File: config.mk
export PLATFORM = sky130hd
export DESIGN_NAME = bitmap_first_free_allocator_top
export DESIGN_NICKNAME = d
export VERILOG_FILES = /design/src/design/bffa_pkg.sv /design/src/design/bffa_ram.sv /design/src/design/bffa_datapath.sv /design/src/design/bffa_controller.sv /design/src/design/bitmap_first_free_allocator_top.sv
export SDC_FILE = /design/constraint.sdc
export NUM_CORES = 2
export LEC_CHECK = 0
export ABC_CLOCK_PERIOD_IN_PS = 8800
export BUFFER_PORTS_ARGS = -buffer_cell sky130_fd_sc_hd__buf_2
export CAP_MARGIN = 15
export CORE_MARGIN = 2
export CORE_UTILIZATION = 40
export CTS_CLUSTER_SIZE = 16
export DETAILED_ROUTE_END_ITERATION = 6
export HOLD_SLACK_MARGIN = 0.15
export PLACE_DENSITY = 0.63
export SETUP_SLACK_MARGIN = 0.1
export SLEW_MARGIN = 0
export SYNTH_ARGS = -nofsm -noshare
export SYNTH_HDL_FRONTEND = slang
export SYNTH_SLANG_ARGS = --single-unit
export TNS_END_PERCENT = 20
File: constraint.sdc
create_clock -name clk -period 8.8 [get_ports clk]
set_clock_uncertainty 0.15 [all_clocks]
set_input_delay 1.76 -clock clk [delete_from_list [all_inputs] [get_ports clk]]
set_output_delay 1.76 -clock clk [all_outputs]
set_load 0.05 [all_outputs]
File: src/design/bffa_pkg.sv
// Package for the bitmap first-free allocator.
// Pool sizes, derived widths, command and status codes, control types.
// No dependencies.
package bffa_pkg;

  localparam int INODE_POOL_SIZE = 128;
  localparam int BLOCK_POOL_SIZE = 1024;
  localparam int MAP_WORD_BITS   = 32;   // power of two

  localparam int INODE_WORDS = (INODE_POOL_SIZE + MAP_WORD_BITS - 1) / MAP_WORD_BITS;
  localparam int BLOCK_WORDS = (BLOCK_POOL_SIZE + MAP_WORD_BITS - 1) / MAP_WORD_BITS;
  localparam int TOTAL_WORDS = INODE_WORDS + BLOCK_WORDS;
  localparam int MAX_WORDS   = (INODE_WORDS > BLOCK_WORDS) ? INODE_WORDS : BLOCK_WORDS;

  localparam int CMD_W    = 2;
  localparam int INDEX_W  = 10;
  localparam int STATUS_W = 2;
  localparam int FREE_W   = 11;

  localparam int BIT_W  = $clog2(MAP_WORD_BITS);
  localparam int WIDX_W = (MAX_WORDS > 1) ? $clog2(MAX_WORDS) : 1;
  localparam int WCNT_W = $clog2(MAX_WORDS + 1);
  localparam int ADDR_W = $clog2(TOTAL_WORDS);
  localparam int ICNT_W = $clog2(INODE_POOL_SIZE + 1);
  localparam int BCNT_W = $clog2(BLOCK_POOL_SIZE + 1);

  typedef enum logic [CMD_W-1:0] {
    CMD_ALLOC  = 2'd0,
    CMD_SET    = 2'd1,
    CMD_TOGGLE = 2'd2,
    CMD_READ   = 2'd3
  } cmd_t;

  typedef enum logic [STATUS_W-1:0] {
    ST_OK      = 2'd0,
    ST_NO_FREE = 2'd1,
    ST_RANGE   = 2'd2
  } status_t;

  typedef enum logic [1:0] {
    S_IDLE,
    S_SCAN,
    S_FINISH
  } state_t;

  typedef struct packed {
    logic accept;
    logic scan;
    logic out_load;
  } ctrl_t;

  typedef struct packed {
    logic range_err;
    logic done;
    logic out_free;
  } stat_t;

  // Bits of the last map word that lie beyond the pool: treated as taken.
  function automatic logic [MAP_WORD_BITS-1:0] tail_mask(input int size, input int words);
    logic [MAP_WORD_BITS-1:0] m;
    m = '0;
    for (int b = 0; b < MAP_WORD_BITS; b++) begin
      if ((words - 1) * MAP_WORD_BITS + b >= size) m[b] = 1'b1;
    end
    return m;
  endfunction

  localparam logic [MAP_WORD_BITS-1:0] INODE_TAIL = tail_mask(INODE_POOL_SIZE, INODE_WORDS);
  localparam logic [MAP_WORD_BITS-1:0] BLOCK_TAIL = tail_mask(BLOCK_POOL_SIZE, BLOCK_WORDS);

endpackage

File: src/design/bffa_ram.sv
// Generic single-port-write, single-port-read RAM with registered read.
// No dependencies.
module bffa_ram #(
  parameter int WIDTH = 32,
  parameter int DEPTH = 64,
  localparam int AW = (DEPTH > 1) ? $clog2(DEPTH) : 1
) (
  input  logic             clk,
  input  logic             wr_en,
  input  logic [AW-1:0]    wr_addr,
  input  logic [WIDTH-1:0] wr_data,
  input  logic             rd_en,
  input  logic [AW-1:0]    rd_addr,
  output logic [WIDTH-1:0] rd_data
);

  logic [WIDTH-1:0] mem [DEPTH];

  always_ff @(posedge clk) begin
    if (wr_en) mem[wr_addr] <= wr_data;
    if (rd_en) rd_data <= mem[rd_addr];
  end

endmodule

File: src/design/bffa_datapath.sv
// Datapath: request registers, word scan, bitmap RAM with word valid bits,
// free counters and the output register. Uses bffa_pkg and bffa_ram.
module bffa_datapath (
  input  logic                          clk,
  input  logic                          rst,
  input  bffa_pkg::ctrl_t               ctrl,
  output bffa_pkg::stat_t               stat,
  input  logic [bffa_pkg::CMD_W-1:0]    command,
  input  logic                          pool,
  input  logic [bffa_pkg::INDEX_W-1:0]  index,
  input  logic                          bit_to_write,
  output logic                          out_valid,
  input  logic                          out_ready,
  output logic [bffa_pkg::STATUS_W-1:0] status,
  output logic [bffa_pkg::INDEX_W-1:0]  granted_index,
  output logic                          bit_value,
  output logic [bffa_pkg::FREE_W-1:0]   free_count
);
  import bffa_pkg::*;

  cmd_t                   req_cmd;
  logic                   req_pool;
  logic [INDEX_W-1:0]     req_index;
  logic                   req_bit;
  logic [WCNT_W-1:0]      rd_word;
  logic [WIDX_W-1:0]      last_word;
  logic                   chk_valid;
  logic [WIDX_W-1:0]      chk_word;
  logic                   vld_q;
  logic [TOTAL_WORDS-1:0] word_vld;
  logic [ICNT_W-1:0]      icnt, icnt_next;
  logic [BCNT_W-1:0]      bcnt, bcnt_next;

  status_t                res_status;
  logic [INDEX_W-1:0]     res_granted;
  logic                   res_bit;
  logic [FREE_W-1:0]      res_count;

  cmd_t                   cmd_in;
  logic                   range_err;
  logic [WIDX_W-1:0]      start_word;
  logic                   issue_ok;
  logic                   rd_en;
  logic [ADDR_W-1:0]      rd_addr;
  logic [ADDR_W-1:0]      chk_addr;
  logic [MAP_WORD_BITS-1:0] rd_data;
  logic [MAP_WORD_BITS-1:0] word_data;
  logic [MAP_WORD_BITS-1:0] occ;
  logic [MAP_WORD_BITS-1:0] wr_data;
  logic                   found;
  logic [BIT_W-1:0]       find_pos;
  logic [BIT_W-1:0]       bit_sel;
  logic [BIT_W-1:0]       sel_pos;
  logic                   new_bit;
  logic                   sel_val;
  logic                   is_alloc;
  logic                   hit;
  logic                   is_last;
  logic                   done_act;
  logic                   wr_en;
  logic                   dec;

  assign cmd_in = cmd_t'(command);

  always_comb begin
    range_err = 1'b0;
    if (cmd_in != CMD_ALLOC) begin
      if (pool) range_err = {1'b0, index} >= FREE_W'(BLOCK_POOL_SIZE);
      else      range_err = {1'b0, index} >= FREE_W'(INODE_POOL_SIZE);
    end
  end

  assign start_word = (cmd_in == CMD_ALLOC) ? '0 : WIDX_W'(index >> BIT_W);
  assign issue_ok   = rd_word <= WCNT_W'(last_word);
  assign rd_en      = ctrl.scan && issue_ok;
  assign rd_addr    = req_pool ? ADDR_W'(INODE_WORDS) + ADDR_W'(rd_word) : ADDR_W'(rd_word);
  assign chk_addr   = req_pool ? ADDR_W'(INODE_WORDS) + ADDR_W'(chk_word) : ADDR_W'(chk_word);

  // Words never written read as all clear.
  assign word_data = vld_q ? rd_data : '0;
  assign is_last   = chk_word == last_word;
  assign is_alloc  = req_cmd == CMD_ALLOC;
  assign occ       = word_data | (is_last ? (req_pool ? BLOCK_TAIL : INODE_TAIL) : '0);

  always_comb begin
    found    = 1'b0;
    find_pos = '0;
    for (int b = MAP_WORD_BITS - 1; b >= 0; b--) begin
      if (!occ[b]) begin
        found    = 1'b1;
        find_pos = BIT_W'(b);
      end
    end
  end

  assign bit_sel = req_index[BIT_W-1:0];

  always_comb begin
    case (req_cmd)
      CMD_SET:    new_bit = req_bit;
      CMD_TOGGLE: new_bit = ~word_data[bit_sel];
      default:    new_bit = word_data[bit_sel];
    endcase
  end

  assign sel_pos  = is_alloc ? find_pos : bit_sel;
  assign sel_val  = is_alloc ? 1'b1 : new_bit;
  assign hit      = is_alloc ? found : 1'b1;
  assign done_act = ctrl.scan && chk_valid && (hit || is_last);
  assign wr_en    = done_act && hit && (req_cmd != CMD_READ);

  always_comb begin
    wr_data          = word_data;
    wr_data[sel_pos] = sel_val;
  end

  assign dec = done_act && is_alloc && found;

  always_comb begin
    icnt_next = icnt;
    bcnt_next = bcnt;
    if (dec && !req_pool && icnt != '0) icnt_next = icnt - 1'b1;
    if (dec && req_pool && bcnt != '0)  bcnt_next = bcnt - 1'b1;
  end

  bffa_ram #(
    .WIDTH(MAP_WORD_BITS),
    .DEPTH(TOTAL_WORDS)
  ) u_map_ram (
    .clk    (clk),
    .wr_en  (wr_en),
    .wr_addr(chk_addr),
    .wr_data(wr_data),
    .rd_en  (rd_en),
    .rd_addr(rd_addr),
    .rd_data(rd_data)
  );

  always_ff @(posedge clk) begin
    if (rst) begin
      word_vld  <= '0;
      icnt      <= ICNT_W'(INODE_POOL_SIZE);
      bcnt      <= BCNT_W'(BLOCK_POOL_SIZE);
      chk_valid <= 1'b0;
      out_valid <= 1'b0;
    end else begin
      icnt <= icnt_next;
      bcnt <= bcnt_next;
      if (wr_en) word_vld[chk_addr] <= 1'b1;
      if (ctrl.accept)    chk_valid <= 1'b0;
      else if (ctrl.scan) chk_valid <= rd_en;
      if (ctrl.out_load)  out_valid <= 1'b1;
      else if (out_ready) out_valid <= 1'b0;
    end
  end

  always_ff @(posedge clk) begin
    if (ctrl.accept) begin
      req_cmd   <= cmd_in;
      req_pool  <= pool;
      req_index <= index;
      req_bit   <= bit_to_write;
      rd_word   <= WCNT_W'(start_word);
      if (cmd_in == CMD_ALLOC)
        last_word <= pool ? WIDX_W'(BLOCK_WORDS - 1) : WIDX_W'(INODE_WORDS - 1);
      else
        last_word <= start_word;
      if (range_err) begin
        res_status  <= ST_RANGE;
        res_granted <= '0;
        res_bit     <= 1'b0;
        res_count   <= pool ? FREE_W'(bcnt) : FREE_W'(icnt);
      end
    end
    if (rd_en) begin
      rd_word  <= rd_word + 1'b1;
      chk_word <= WIDX_W'(rd_word);
      vld_q    <= word_vld[rd_addr];
    end
    if (done_act) begin
      res_status  <= status_t'(hit ? ST_OK : ST_NO_FREE);
      res_granted <= (hit && is_alloc) ?
                     (INDEX_W'(chk_word) << BIT_W) | INDEX_W'(find_pos) : '0;
      res_bit     <= hit ? sel_val : 1'b0;
      res_count   <= req_pool ? FREE_W'(bcnt_next) : FREE_W'(icnt_next);
    end
    if (ctrl.out_load) begin
      status        <= res_status;
      granted_index <= res_granted;
      bit_value     <= res_bit;
      free_count    <= res_count;
    end
  end

  assign stat.range_err = range_err;
  assign stat.done      = chk_valid && (hit || is_last);
  assign stat.out_free  = !out_valid || out_ready;

endmodule

File: src/design/bffa_controller.sv
// Controller state machine: accept, word scan, hand-off to output register.
// Uses bffa_pkg.
module bffa_controller (
  input  logic            clk,
  input  logic            rst,
  input  logic            in_valid,
  output logic            in_ready,
  input  bffa_pkg::stat_t stat,
  output bffa_pkg::ctrl_t ctrl
);
  import bffa_pkg::*;

  state_t state, state_next;

  always_ff @(posedge clk) begin
    if (rst) state <= S_IDLE;
    else     state <= state_next;
  end

  always_comb begin
    state_next = state;
    case (state)
      S_IDLE: begin
        if (in_valid) state_next = stat.range_err ? S_FINISH : S_SCAN;
      end
      S_SCAN: begin
        if (stat.done) state_next = S_FINISH;
      end
      S_FINISH: begin
        if (stat.out_free) state_next = S_IDLE;
      end
      default: state_next = S_IDLE;
    endcase
  end

  always_comb begin
    in_ready      = 1'b0;
    ctrl.accept   = 1'b0;
    ctrl.scan     = 1'b0;
    ctrl.out_load = 1'b0;
    case (state)
      S_IDLE: begin
        in_ready    = 1'b1;
        ctrl.accept = in_valid;
      end
      S_SCAN: begin
        ctrl.scan = 1'b1;
      end
      S_FINISH: begin
        ctrl.out_load = stat.out_free;
      end
      default: ;
    endcase
  end

endmodule

File: src/design/bitmap_first_free_allocator_top.sv
// Bitmap first-free allocator, top level.
// Depends on bffa_pkg, bffa_controller, bffa_datapath (which holds bffa_ram).
//
// One transaction at a time. Allocate reads the pool's bitmap one word per cycle
// from a single RAM read port and stops at the first word with a clear bit; the
// block pool has 32 words and the inode pool 4. Set, toggle and read read only
// the addressed word; an index outside the pool is answered without a read. The
// result sits in an output register, so the next transaction is taken while it
// waits. Both maps read as clear after reset with no clearing pass.
module bitmap_first_free_allocator_top (
  input  logic                          clk,
  input  logic                          rst,
  input  logic                          in_valid,
  output logic                          in_ready,
  input  logic [bffa_pkg::CMD_W-1:0]    command,
  input  logic                          pool,
  input  logic [bffa_pkg::INDEX_W-1:0]  index,
  input  logic                          bit_to_write,
  output logic                          out_valid,
  input  logic                          out_ready,
  output logic [bffa_pkg::STATUS_W-1:0] status,
  output logic [bffa_pkg::INDEX_W-1:0]  granted_index,
  output logic                          bit_value,
  output logic [bffa_pkg::FREE_W-1:0]   free_count
);
  import bffa_pkg::*;

  ctrl_t ctrl;
  stat_t stat;

  bffa_controller u_ctrl (
    .clk     (clk),
    .rst     (rst),
    .in_valid(in_valid),
    .in_ready(in_ready),
    .stat    (stat),
    .ctrl    (ctrl)
  );

  bffa_datapath u_dp (
    .clk          (clk),
    .rst          (rst),
    .ctrl         (ctrl),
    .stat         (stat),
    .command      (command),
    .pool         (pool),
    .index        (index),
    .bit_to_write (bit_to_write),
    .out_valid    (out_valid),
    .out_ready    (out_ready),
    .status       (status),
    .granted_index(granted_index),
    .bit_value    (bit_value),
    .free_count   (free_count)
  );

endmodule

* Yosys cells after proc, flatten, opt, wreduce, memory -nomap -nowiden
Memories as Yosys holds them, arrays and structs flattened. A register that Yosys moved wholly into a read port is not among the register bits. Index checks and enable logic that the tools add are counted.
Storage, ports and cells: output and inout bits 26, word-level logic and storage cells 199, input bits 18, memories kept 1, bits in writable memories 1152, bits in registers 133
Memory list:
- u_dp.u_map_ram.mem | words 36, width 32, read ports 1, clocked after Yosys merged registers in 1, wr ports 1, RTL line bffa_ram.sv:17 | logic [WIDTH-1:0] mem [DEPTH];
Operators by class: eq/ne operators 9, bitwise operators 3, mux-type cells 119, $lt $le $gt $ge 8, add/sub/neg operators 5, reductions and logical operators 32
Operators with widths (number):
- 5-bit 2-to-1 mux | 36
- 11-bit 2-to-1 mux | 6
- 1-bit 2-to-1 mux | 53
- 10-bit 2-to-1 mux | 4
- 36-bit OR | 1
- 32-bit bitwise mux | 1
- 32-bit 2-to-1 mux | 1
- 6-bit 2-to-1 mux | 4
- 1-bit logical AND | 15
- 6-bit by 7-bit < comparator with 1-bit output, second input constant | 2
- 2-bit 2-to-1 mux | 7
- 5-bit by 6-bit < comparator with 1-bit output, second input constant | 2
- 11-bit nonzero test | 1
- 11-bit by 1-bit subtractor with 11-bit output, second input constant | 1
- 10-bit by 8-bit >= comparator with 1-bit output, second input constant | 1
- 10-bit by 5-bit OR with 10-bit output | 1
- 2-bit nonzero test | 5
- 8-bit 2-to-1 mux | 1
- 8-bit nonzero test | 1
- 8-bit by 1-bit subtractor with 8-bit output, second input constant | 1
- 3-bit by 5-bit adder with 6-bit output, first input constant | 1
- 3-bit by 6-bit adder with 6-bit output, first input constant | 1
- 6-bit by 1-bit adder with 6-bit output, second input constant | 1
- 1-bit binary-select mux with 6-bit select | 1
- other kinds (20) | 28

* Logic depth before layout (Yosys ltp)
word-level depth 43, gate-level depth with buffers 14, gate-level depth less buffers 9

* Cells and area by module
Synthesis repeated with hierarchy kept, for this count alone.
Unflattened totals: cell total of the unflattened synthesis 3123, area, all modules 53764.1 µm²
Modules (own cells, without submodules):
- bffa_ram | sequential area each 35554.1 µm², instances 1, area each 46046.7 µm², cells each 2345
- bffa_datapath | sequential area each 3363.2 µm², instances 1, area each 7591.0 µm², cells each 764
- bffa_controller | sequential area each 40.0 µm², instances 1, area each 126.4 µm², cells each 14

* Least setup slack after synthesis
OpenSTA, ideal clock, no wires.
path kind reg-to-reg, from reg u_dp.req_index[1], to mem u_dp.u_map_ram.mem[0][24] (data pin), period minus slack after synthesis 4914 ps, setup slack 3886 ps, data required time 8044 ps, stages on the path, launching flop included 10, buffers on the path 2, arrival time 4158 ps, setup time 606 ps, cell sequence edfxtp_1 > buf_6 > mux4_2 > mux2_2 > nand3_1 > o2111ai_1 > mux2_4 > a21oi_4 > buf_6 > o41ai_1
Between the ends: longest elaborated chain between the ends 6, elaborated cells between the ends (all ways) 12, those cells by class 2 x order compare; 8 x mux; 1 x bitwise; 1 x reduce/logical
RTL lines:
- start, declared | RTL line bffa_datapath.sv:23 | logic [INDEX_W-1:0] req_index;
- start signal, assigned | RTL line bffa_datapath.sv:161 | req_index <= index;
- 5-bit 2-to-1 mux or 1-bit binary-select mux with 5-bit select (tied branches) | RTL line bffa_datapath.sv:106, bffa_datapath.sv:101, bffa_datapath.sv:102
- 5-bit by 6-bit < comparator with 1-bit output (not written as such) (tied with other cells) | RTL line bffa_datapath.sv:114 | wr_data[sel_pos] = sel_val;
- 1-bit logical AND (not written as such) or 1-bit NOT (tied branches) | RTL line bffa_datapath.sv:114, bffa_datapath.sv:101
- 1-bit 2-to-1 mux (not written as such) or 1-bit one-hot mux with 2 select lines (tied branches) | RTL line bffa_datapath.sv:114, bffa_datapath.sv:99
- 1-bit demux with 5-bit select or 1-bit 2-to-1 mux (tied branches)
- 32-bit bitwise mux * | RTL line bffa_datapath.sv:114
- via u_dp.u_map_ram.wr_data[24] | RTL line bffa_ram.sv:11 | input logic [WIDTH-1:0] wr_data,
- end, declared | RTL line bffa_ram.sv:17
Mark *: on every way through the listed nets, which the timed path passes. The rest lies on a longest branch. The select of a mux whose other input is x is not followed.

* Final worst setup path
from reg u_dp.vld_q, to mem u_dp.u_map_ram.mem[9][1], enable pin
Between the ends: longest elaborated chain between the ends 40
RTL lines:
- start, declared | RTL line bffa_datapath.sv:29 | logic vld_q;
- start signal, assigned | RTL line bffa_datapath.sv:178 | vld_q <= word_vld[rd_addr];
- 32-bit 2-to-1 mux * | RTL line bffa_datapath.sv:80 | assign word_data = vld_q ? rd_data : '0;
- 1-bit 2-to-1 mux (31 in series) | RTL line bffa_datapath.sv:89 | if (!occ[b]) begin
- 1-bit 2-to-1 mux * | RTL line bffa_datapath.sv:89
- 1-bit 2-to-1 mux * | RTL line bffa_datapath.sv:108 | assign hit = is_alloc ? found : 1'b1;
- 1-bit logical OR | RTL line bffa_datapath.sv:109 | assign done_act = ctrl.scan && chk_valid && (hit || is_last);
- 1-bit logical AND | RTL line bffa_datapath.sv:109
- 1-bit logical AND * (2 in series) | RTL line bffa_datapath.sv:110 | assign wr_en = done_act && hit && (req_cmd != CMD_READ);
- 1-bit 2-to-1 mux * | RTL line bffa_ram.sv:20 | if (wr_en) mem[wr_addr] <= wr_data;
- 1-bit 2-to-1 mux (not written as such) * | RTL line bffa_ram.sv:20
Mark *: on every way between the ends. The rest lies on a longest branch, timed or not.

==> results.cfg <==
[sta]
setup-tns-final_ns = 0
drv_slew = 0
timing.final.crit_period_ns = 4.61
worst-slew-pin-transition_ns = 1.13
fin_crit_sh = 0.524
setup_viol = 0
fmax_mhz = 217
hold_viol_final = 0
rsz0062_at_grt = no
relSlewSlack = 0.246

[global_routing]
antenna_found_initial = 0
grt_usage = 0.195
grt_pass1_vias = 26884
grt_pass1_wl_um = 186000
grt_max_degree = 98
overflow = 0

[logic_synthesis]
async_reset_ff_frac = 0
synth_ff_type = edfxtp_1
synthTopCellsByArea = edfxtp_1, mux4_2, dfxtp_1
synth_top_area_frac = 0.724
synth_fp_nets = 2565
synth_cell_types = 77
yosys_warnings = 0
avgSynthCellArea_um2 = 20.6
yosysTopAreaCell = edfxtp_1
ys_ff_latch = 1317
yosysSeqAreaShare = 0.746
synthCells = 2532
synth_edf_count = 1258
netlist_area_um2 = 52200

[placed_design]
dp_hpwl_um = 68200
globalplace.congestion = 0.838
io_buffers = 43

[flow_run]
drv_cap = 0

[status]
status = finished, final reports clean

[worst_hold_path]
holdPathEnd = u_dp.granted_index[3]
hold_start = u_dp.res_granted[3]
hold_depth = 0
hp-class = reg2reg

[clock_network]
ctsHtreeMaxLevel = 4
numCtsBuffers = 133
post_cts.repair.setup_buffers = 0
clk_pin_slew_worst_paths_ns = 0.06
cts_resized = 0
clock_path_buffers = 3
postCtsHoldBufs = 0
root_buffer = clkbuf_16
cts_tree = yes
cts_sinks = 1317
insertion_delay_ns = 0.75

[floorplan]
pin_count = 44
core_area_um2 = 129000
fp.dieW_um = 365
die_area_um2 = 133000
rows = 132
initial_core_util = 0.403
die_y_um = 365

[layout]
antenna_cells = 0
layout.nets = 2707
final_common_cell = edfxtp_1
layout_common_cells = edfxtp_1, mux4_2, clkbuf_16
final_util = 0.460
syn2layout_area_growth_pct = 14.0
drive_above_1_share = 0.283

[worst_setup_path]
arrival_ns = 4.89
worstSetupEndpointType = register
r2r_slack_ns = 4.19
reg2regPathDepth = 9
start_kind = register
cp.required_ns = 9.09
r2r-end = u_dp.u_map_ram.mem[9][1]
worstSetupPathType = reg2reg
worstPathMaxFanout = 45
reg2reg_from = u_dp.vld_q

[drt]
dr.pass1.iters = 6
final_antenna_net_count = 0
vias_per_cell = 5.90
num_vias = 26664
drc_errors = 0
initialDrtViolationCount = 3568
detail_route.wl_per_cell_um = 28.5
wl_um = 129000

[pwr]
peakVddDrop_uv = 169
leakage_nw = 18.8
powerDensity_nw_per_um2 = 232
## flip-flops by register name (all words and copies together) (netlist names), 6 cells and up
name,flops
u_dp.word_vld,36
u_dp.rd_word,6
u_dp.u_map_ram.rd_data,32
u_dp.u_map_ram.mem,1152
u_dp.bcnt,11
u_dp.res_count,11
u_dp.granted_index,10
u_dp.free_count,11
u_dp.res_granted,10
u_dp.icnt,8
## routing by layer
metal / part of all wire / GRT usage / wire [um] / vias up
li1: - / - / - / 10807
met1: 0.41 / 0.274 / 53000 / 14401
met2: 0.48 / 0.311 / 62200 / 1263
met3: 0.082 / 0.0336 / 10500 / 193
met4: 0.024 / 0.0600 / 3050 / 0
met5: 0 / 0 / 0 / -
## critical path, stage by stage, from the launching register on
cell and delay [ns]:
edfxtp_1 0.32, buf_4 0.40, nand3_1 0.22, nor4_1 0.66
nand4_1 0.58, o21ai_1 0.43, nor2b_1 0.11, nand2_1 0.60
nor2_4 0.36, buf_4 0.40
## power breakdown
group          internal (mW)  total (mW)  switching [mW]
clock network           3.12        5.49            2.37
registers               6.94        7.00          0.0547
logic                  0.577        1.31           0.735
## synthesized netlist by cell type, types with 3 or more instances
cell type	instances
a211oi_1	5
a21boi_0	3
a21oi_1	86
a31oi_1	7
and2_1	11
and3_1	8
buf_1	20
buf_2	32
buf_6	5
clkbuf_1	71
dfxtp_1	59
edfxtp_1	1258
ha_1	15
inv_1	26
mux2_2	8
mux2i_1	62
mux4_2	366
nand2_1	76
nand2b_1	11
nand3_1	40
nand4_1	9
nor2_1	154
nor2b_1	20
nor3_1	13
nor4_1	9
o2111ai_1	4
o211ai_1	5
o21ai_0	16
o21ai_1	3
o311ai_0	11
o311ai_1	5
o41ai_1	15
or2_2	6
or3_1	6
or4_1	4
xnor2_1	11
xor2_1	20
## how the worst max path moves through the flow
stage	from	end	cells past startpoint
after floorplan	u_dp.req_index[1]	u_dp.u_map_ram.mem[0][24]	9
after global placement	u_dp.rd_word[1]	u_dp.u_map_ram.rd_data[11]	6
after detailed placement	u_dp.vld_q	u_dp.u_map_ram.mem[9][20]	9
after CTS	u_dp.vld_q	u_dp.u_map_ram.mem[12][29]	9
after global routing	u_dp.vld_q	u_dp.u_map_ram.mem[9][1]	9
final	u_dp.vld_q	u_dp.u_map_ram.mem[9][1]	9
## stage by stage
stage	worst slack, ns	instance area (um^2)	total power [mW]	instances	hold slack [ns]
after floorplan	3.89	52200	8.06	2532	0.250
after global placement	4.46	55300	8.42	4279	0.256
after detailed placement	4.35	55300	8.45	4280	0.256
after CTS	4.32	59500	13.9	4518	0.270
after global routing	4.09	59500	14.2	4519	0.276
final	4.19	59500	13.8	4519	0.269
## cell families (layout without fill, tap and decap cells)
logic type / after synthesis / after routing / share of synthesized area
xor+xnor: 31 / 31 / 0.00520
compound gates: 186 / 186 / 0.0235
flops: 1317 / 1317 / 0.746
mux: 439 / 439 / 0.173
fa+ha+maj: 15 / 15 / 0.00360
buf+inv: 157 / 402 / 0.0129
simple gates: 387 / 387 / 0.0360
## cell type report
cell class	instances	area, um^2
Multi-Input combinational cell	1058	13100
Clock buffer	170	3520
Clock inverter	68	704
Timing Repair Buffer	137	973
Tap cell	1742	2180
Sequential cell	1317	39000
Inverter	27	101
Fill cell	10669	70000
Power figures use the tool's default switching activity.
